**config.mk**
```make
export PLATFORM = sky130hd
export DESIGN_NAME = binary_to_decimal_digits
export DESIGN_NICKNAME = d
export VERILOG_FILES = /design/src/hw/rtl/bdd_pkg.sv /design/src/hw/rtl/bdd_cell.sv /design/src/hw/rtl/binary_to_decimal_digits.sv
export SDC_FILE = /design/constraint.sdc
export NUM_CORES = 2
export LEC_CHECK = 0
export ABC_AREA = 1
export BUFFER_PORTS_ARGS = -buffer_cell sky130_fd_sc_hd__buf_2
export CORE_UTILIZATION = 60
export CTS_CLUSTER_DIAMETER = 150
export DETAILED_ROUTE_END_ITERATION = 7
export PLACE_DENSITY = 0.77
export SLEW_MARGIN = 25
export SYNTH_ARGS = -nofsm -noshare
export SYNTH_HDL_FRONTEND = slang
export SYNTH_SLANG_ARGS = --single-unit
```
**constraint.sdc**
```tcl
create_clock -name clk -period 5.15 [get_ports clk]
set_input_delay 0.515 -clock clk [delete_from_list [all_inputs] [get_ports clk]]
set_output_delay 0.515 -clock clk [all_outputs]
set_load 0.05 [all_outputs]
```
**src/hw/rtl/bdd_pkg.sv**
```systemverilog
// ---------------------------------------------------------------------------
// bdd_pkg
// Types, constants and the nibble divide step of the decimal digit converter.
// ---------------------------------------------------------------------------
package bdd_pkg;

	localparam int unsigned NIB_W      = 4;
	localparam int unsigned DIGIT_W    = 4;
	localparam int unsigned POS_W      = 6;
	localparam int unsigned MAX_DIGITS = 39;
	localparam int unsigned RADIX      = 10;
	localparam logic [NIB_W-1:0] NIB_MASK = 4'hF;

	// Reciprocal of ten scaled by 2^11; exact for dividends below 1024.
	localparam logic [7:0] RECIP_TEN  = 8'd205;
	localparam int unsigned RECIP_SH  = 11;

	// Word handed from one cell to the next every cycle.
	typedef struct packed {
		logic             vld;
		logic             zero;
		logic [NIB_W-1:0] rem;
	} bdd_link_t;

	// Result of one long-division step on a nibble.
	typedef struct packed {
		logic [NIB_W-1:0] quo;
		logic [NIB_W-1:0] rem;
	} bdd_step_t;

	// Divides (rem_in * 16 + nib) by ten. The dividend stays below 160.
	function automatic bdd_step_t div_step(input logic [NIB_W-1:0] rem_in,
		input logic [NIB_W-1:0] nib);
		logic [7:0]  dvd;
		logic [15:0] prod;
		logic [7:0]  quo;
		logic [7:0]  back;
		logic [7:0]  rem;
		bdd_step_t   res;
		dvd  = {rem_in, nib};
		prod = 16'(dvd) * 16'(RECIP_TEN);
		quo  = 8'(prod >> RECIP_SH);
		back = 8'(quo * 8'(RADIX));
		rem  = dvd - back;
		res.quo = quo[NIB_W-1:0] & NIB_MASK;
		res.rem = rem[NIB_W-1:0] & NIB_MASK;
		return res;
	endfunction

endpackage

```
**src/hw/rtl/bdd_cell.sv**
```systemverilog
// ---------------------------------------------------------------------------
// bdd_cell
// One nibble of the running quotient; does one long-division step per cycle while its input link is valid.
// ---------------------------------------------------------------------------
module bdd_cell (
	input  logic                              clk,
	input  logic                              arst_n,
	input  logic                              load,
	input  logic [bdd_pkg::NIB_W-1:0]         load_nib,
	input  logic                              flush,
	input  bdd_pkg::bdd_link_t                link_in,
	output bdd_pkg::bdd_link_t                link_out
);

	logic [bdd_pkg::NIB_W-1:0] nib_q;
	logic                      vld_q;
	logic                      zero_q;
	logic [bdd_pkg::NIB_W-1:0] rem_q;
	bdd_pkg::bdd_step_t        step;

	// Divide the incoming remainder and the held nibble by ten.
	always_comb begin
		step = bdd_pkg::div_step(link_in.rem, nib_q);
	end

	// The held nibble is replaced by its quotient on every step.
	always_ff @(posedge clk) begin
		if (load) begin
			nib_q <= load_nib;
		end else if (link_in.vld) begin
			nib_q <= step.quo;
		end
	end

	// Remainder and zero flag move right one cell per cycle.
	always_ff @(posedge clk or negedge arst_n) begin
		if (!arst_n) begin
			vld_q <= 1'b0;
		end else if (flush || load) begin
			vld_q <= 1'b0;
		end else begin
			vld_q <= link_in.vld;
		end
	end

	always_ff @(posedge clk) begin
		if (link_in.vld) begin
			rem_q  <= step.rem;
			zero_q <= link_in.zero & (step.quo == '0);
		end
	end

	assign link_out = '{vld: vld_q, zero: zero_q, rem: rem_q};

endmodule

```
**src/hw/rtl/binary_to_decimal_digits.sv**
```systemverilog
// ---------------------------------------------------------------------------
// binary_to_decimal_digits
// Converts an unsigned binary value to decimal digits, least significant first.
// ---------------------------------------------------------------------------
// Usage:
//   Drive value_high/value_low and raise start while busy is low; the word is
//   taken at that edge. Only the low VALUE_BYTES*8 bits of {value_high,
//   value_low} take part. busy stays high until the last digit has been shown.
//   Digits come out on digit/digit_position/last, each for exactly one cycle
//   marked by digit_valid, units first, one per cycle with no gaps. The
//   receiver cannot stall, so it must take a digit in the cycle it is shown.
// Timing:
//   A row of 2*VALUE_BYTES nibble cells runs repeated divisions by ten in a
//   wave: each cycle every active cell divides its nibble and passes the
//   remainder right. The first digit leaves the last cell once the wave has
//   crossed the whole row, then one digit per cycle. The length of the cell
//   row sets the latency; one item is in flight.
// Reset:
//   arst_n clears busy and all valid bits; no digit is shown after reset.
// ---------------------------------------------------------------------------
module binary_to_decimal_digits #(
	parameter int unsigned VALUE_BYTES = 16
) (
	input  logic                          clk,
	input  logic                          arst_n,
	input  logic                          start,
	output logic                          busy,
	input  logic [63:0]                   value_high,
	input  logic [63:0]                   value_low,
	output logic                          digit_valid,
	output logic [bdd_pkg::DIGIT_W-1:0]   digit,
	output logic [bdd_pkg::POS_W-1:0]     digit_position,
	output logic                          last
);

	localparam int unsigned NCELLS = VALUE_BYTES * 2;

	logic                          run_q;
	logic [bdd_pkg::POS_W-1:0]     pos_q;
	logic                          accept;
	logic                          finish;
	logic [127:0]                  full;
	bdd_pkg::bdd_link_t            link [NCELLS+1];

	assign full   = {value_high, value_low};
	assign accept = start & ~run_q;
	assign busy   = run_q;

	// The head of the row starts each division with no remainder.
	assign link[0] = '{vld: run_q, zero: 1'b1, rem: '0};

	// Cell 0 holds the most significant nibble.
	for (genvar i = 0; i < NCELLS; i++) begin : g_cell
		bdd_cell u_cell (
			.clk      (clk),
			.arst_n   (arst_n),
			.load     (accept),
			.load_nib (full[(NCELLS-1-i)*bdd_pkg::NIB_W +: bdd_pkg::NIB_W]),
			.flush    (finish),
			.link_in  (link[i]),
			.link_out (link[i+1])
		);
	end

	// Digit outputs come straight from the last cell.
	assign digit_valid    = link[NCELLS].vld & run_q;
	assign digit          = link[NCELLS].rem;
	assign digit_position = pos_q;
	assign last           = link[NCELLS].zero |
		(pos_q == bdd_pkg::POS_W'(bdd_pkg::MAX_DIGITS - 1));
	assign finish         = digit_valid & last;

	// Run control and digit position counter.
	always_ff @(posedge clk or negedge arst_n) begin
		if (!arst_n) begin
			run_q <= 1'b0;
			pos_q <= '0;
		end else if (accept) begin
			run_q <= 1'b1;
			pos_q <= '0;
		end else if (finish) begin
			run_q <= 1'b0;
			pos_q <= '0;
		end else if (digit_valid) begin
			pos_q <= pos_q + bdd_pkg::POS_W'(1);
		end
	end

endmodule

```
-- Word level (Yosys, flattened, before mapping)
Index checks and enable logic that the tools add are counted.
- bits in registers: 327
- bits of input ports: 131
- logic and storage cells: 432
- output and inout port bits: 13
- bitwise logic cells: 36
- multipliers: 64
- $add $sub $neg: 33
- muxes and demuxes: 101
- reductions and logical operators: 67
- equality and inequality tests: 1
- operator list (operator ; count):
    8-bit by 8-bit multiplier with 16-bit output, second input constant ; 31
    4-bit two-way mux ; 64
    5-bit by 3-bit multiplier with 3-bit output, second input constant ; 32
    4-bit logical NOT ; 32
    4-bit subtractor ; 32
    2-bit nonzero test ; 33
    1-bit AND ; 34
    1-bit two-way mux ; 34
    6-bit two-way mux ; 3
    4-bit by 8-bit multiplier with 12-bit output, second input constant ; 1
    6-bit by 1-bit adder with 6-bit output, second input constant ; 1
    6-bit == test, second input constant ; 1
    3-bit nonzero test ; 1
    1-bit logical OR ; 1
    1-bit inverter ; 1
    1-bit OR ; 1

-- Depth between registers and ports, before layout
- depth in word-level cells: 5
- gate-level depth with buffers: 22
- mapped depth without buffers: 22

-- By module
Synthesis repeated with hierarchy kept, for this count alone.
- cell total of the unflattened synthesis: 6502
- area total of the unflattened synthesis: 53865.4 µm²
- modules (own cells, without submodules) (module ; cells an instance ; times used ; seq. area each (µm²) ; area an instance (µm²)):
    bdd_cell at g_cell[0].u_cell ... ; 198 ; 23 ; 295.3 ; 1660.3
    bdd_cell at g_cell[5].u_cell ... ; 216 ; 4 ; 295.3 ; 1705.4
    bdd_cell at g_cell[31].u_cell ; 209 ; 1 ; 295.3 ; 1709.1
    bdd_cell at g_cell[3].u_cell ; 210 ; 1 ; 295.3 ; 1701.6
    bdd_cell at g_cell[4].u_cell ; 208 ; 1 ; 295.3 ; 1680.4
    bdd_cell at g_cell[30].u_cell ; 198 ; 1 ; 295.3 ; 1656.6
    bdd_cell at g_cell[9].u_cell ; 198 ; 1 ; 295.3 ; 1650.3
    binary_to_decimal_digits ; 61 ; 1 ; 175.2 ; 457.9

-- Worst setup path after synthesis
No wires, ideal clock.
- kind: flip-flop to flip-flop
- start point: register g_cell[26].u_cell.nib_q[2] (netlist bit)
- end point: register g_cell[26].u_cell.rem_q[3] (netlist bit) (data pin)
- slack: 0.718 ns
- clock period less this slack: 4.432 ns
- path buffers: 0
- data required time: 4.898 ns
- library setup time: 0.252 ns
- arrival time: 4.180 ns
- cell stages (with the launch flop): 19
- cell sequence: edfxtp_1 ha_1 fa_1 fa_1 inv_1 fa_1 inv_1 ha_1 a21oi_1 nor2_1 nor2_1 nand3_1 nand2_1 inv_1 ha_1 fa_1 xor2_1 nand3b_1 nand2_1
- RTL lines (what ; line ; RTL):
    start, declared ; bdd_cell.sv:15 ; logic [bdd_pkg::NIB_W-1:0] nib_q;
    start signal, assigned ; bdd_cell.sv:29 ; nib_q <= load_nib;
    start signal, assigned ; bdd_cell.sv:31 ; nib_q <= step.quo;
    end signal, assigned ; bdd_cell.sv:48 ; rem_q <= step.rem;
    end, declared ; bdd_cell.sv:18 ; logic [bdd_pkg::NIB_W-1:0] rem_q;

==> out/summary.txt <==
status: finished clean
type of origin of the critical path: flip-flop
first-pass GRT wire length: 193,400 um
initial core utilization: 60.57%
Slew Limit Headroom: 37.51%
I/O Buffers: 143
RSZ-0062 raised after global routing: no
CTS Hold Bufs: 0
drt total wl: 112,800 um
total CTS buffers: 43
# IOs: 144
DPL Wire Length: 95,940 um
Starting DRT DRC Count: 1,722
syn_nets: 8,251
sequential area share after synthesis: 18.32%
CP Buf/Inv Count: 2
CTS tree: yes
dpl cells: 7,726
CP top delay family: adder cells
num rows: 108
Chip Width: 297.9 um
largest net degree at the start of global routing: 195
syn avg cell area: 8.137 um2
unique cell type count in the Yosys netlist: 42
cell area after synthesis: 52,550 um2
share of layout cells above drive strength 1: 5.038%
CP peak stage delay: 0.55 ns
clock root cell: clkbuf_16
total core area: 86,750 um2
final slew viol count: 0
worst hold path class: input port to async pin
final period utilization: 92.86%
Die Area: 88,770 um2
post-route clock skew: 0.02555 ns
Critical Path RT: 5.47 ns
Synth Instances: 6,458
Ys Warns: 0
Final Non-Filler Cells: 7,808
Post-CTS Setup Repair Bufs: 0
GRT Total Usage: 26.06%
pre-CTS setup slack: 0.4223 ns
fin area: 56,120 um2
Crit Path Category: flip-flop to flip-flop
Post-synth EDFFs: 288
drc violations: 0
clock slew at reported path FFs: 0.06 ns
H-tree levels: 2
CP Data Arrival Time: 5.10 ns
Post-DP Area: 54,560 um2
fillcell total: 7,301
fmax: 209.1 MHz
endpoints failing hold: 0
drt pass-1 iters: 6
Worst path slowest cell: fa_1
# Max-Cap Violations: 0
register-to-register setup slack: 0.37 ns
Worst Path Max Fanout: 4
Die Span Y: 297.9 um
Wirelength per Cell: 14.44 um
setup_tns: 0 ns
Final setup violation count: 0
ordered list of cells on the worst path: ha_1, fa_1, fa_1, inv_1, fa_1, inv_1, ha_1, a21oi_1, nor2_1, nor2_1, nand2_1, nand2_1, nand2_1, ha_1, fa_1, xor2_1, nand3b_1, nand2_1
CTS sink cnt: 327
drt via density: 5.223
Worst setup EP type: flip-flop
initial antenna violation count: 9
worst slew pin tran: 0.9373 ns
area delta synth->final: 6.793%
number of global-route vias before repair: 41.75k
Max clock buf depth: 3
total gr overflow: 0
Post-layout nets: 8,409
synthesized flop and latch total: 327
prevailing post-synth register cell: edfxtp_1
Final WS setup: 0.3675 ns
Post-CTS Resized: 0
vias: 40.78k
post-route ant nets: 0
latest clock arrival within the worst-skew pair: 0.58 ns
Post-synth ARST share: 11.93%
minimum clock period: 4.783 ns
final estimated routing congestion in global placement: 0.9270
## cell families after synthesis
logic type	Yosys count	synth area share, %
adders and majority gates	1662	44.44
xor gates and xnor gates	161	2.683
buffers and inverters	1560	11.26
AOI/OAI and AO/OA	429	4.636
DFF	327	18.32
and+or+nand+nor	2319	18.67
## path summary, 6_finish.rpt
check | startpoint | depth (start not counted) | end
min reg2reg | g_cell[22].u_cell.nib_q[0] | 0 | g_cell[22].u_cell.rem_q[0]
max | g_cell[11].u_cell.nib_q[1] | 18 | g_cell[11].u_cell.rem_q[3]
max reg2reg | g_cell[11].u_cell.nib_q[1] | 18 | g_cell[11].u_cell.rem_q[3]
min in group clk | value_low[55] | 3 | g_cell[18].u_cell.nib_q[3]
max in group asynchronous | arst_n | 2 | g_cell[29].u_cell.vld_q
min | arst_n | 2 | g_cell[8].u_cell.vld_q
## metrics by stage
stage | util, % | hold slack (ns)
floorplan | - | 0.2194
global placement | 62.90 | 0.5293
detailed placement | 62.90 | 0.5177
CTS | 64.67 | 0.1176
global route | 64.68 | 0.1489
finish | 64.69 | 0.1317
## cell usage in the layout (no fill, tap or decap), types with 10 or more instances in the layout
| cell type | netlist | routed |
|---|---|---|
| fa_1 | 341 | 341 |
| a21oi_1 | 193 | 193 |
| xor2_1 | 88 | 88 |
| nand3_2 | 25 | 25 |
| nor2_1 | 269 | 269 |
| nand2_2 | 37 | 37 |
| dfrtp_1 | 39 | 39 |
| o21ai_0 | 118 | 118 |
| nand2_1 | 1552 | 1552 |
| o21bai_1 | 53 | 53 |
| xnor2_1 | 73 | 73 |
| nand4_1 | 64 | 64 |
| nand3_1 | 258 | 258 |
| bufinv_16 | 0 | 10 |
| o21a_1 | 19 | 19 |
| nand3b_1 | 40 | 40 |
| ha_1 | 1321 | 1321 |
| edfxtp_1 | 288 | 288 |
| buf_2 | 11 | 143 |
| a21o_1 | 24 | 24 |
| clkbuf_16 | 0 | 43 |
| nor2_2 | 42 | 42 |
| inv_1 | 1524 | 1524 |
| nand2b_1 | 13 | 13 |
## synth_stat cells, types with 25 or more instances
library cell,n,area [um2]
nor2_2,42,262.8
nand3_1,258,1291
fa_1,341,6827
xor2_1,88,770.7
nor2_1,269,1010
nand3b_1,40,300.3
xnor2_1,73,639.4
nand4_1,64,400.4
nand3_2,25,250.2
o21ai_0,118,590.6
o21bai_1,53,397.9
edfxtp_1,288,8648
inv_1,1524,5720
a21oi_1,193,965.9
nand2_1,1552,5826
dfrtp_1,39,975.9
nand2_2,37,231.5
ha_1,1321,16530
## layer usage
metal,vias up,GRT usage [%],routed length [um]
li1,20776,-,-
met1,19073,33.86,51190
met2,726,46.32,54200
met3,193,2.479,4392
met4,10,6.508,2904
met5,-,0,65
## sequential cells by signal (all words and copies together), names as in the netlist
| register | flops |
|---|---|
| g_cell.u_cell.vld_q | 32 |
| busy | 1 |
| g_cell.u_cell.rem_q | 128 |
| g_cell.u_cell.nib_q | 128 |
| digit_position | 6 |
| g_cell.u_cell.zero_q | 32 |
## final cells by class
type                            instances  area, um2  share of cell area (%)
Antenna cell                            4      10.01                 0.01784
Clock buffer                           50       1102                   1.964
Clock inverter                         28      441.7                  0.7871
Inverter                             1527       5734                   10.22
Multi-Input combinational cell       4571      37010                   65.95
Sequential cell                       327       9624                   17.15
Tap cell                             1155       1445                   2.575
Timing Repair Buffer                  146      750.7                   1.338
Power is left out: the tool's default activity adds up to more than one toggle a clock period on the data nets, which glitch-free logic cannot reach.
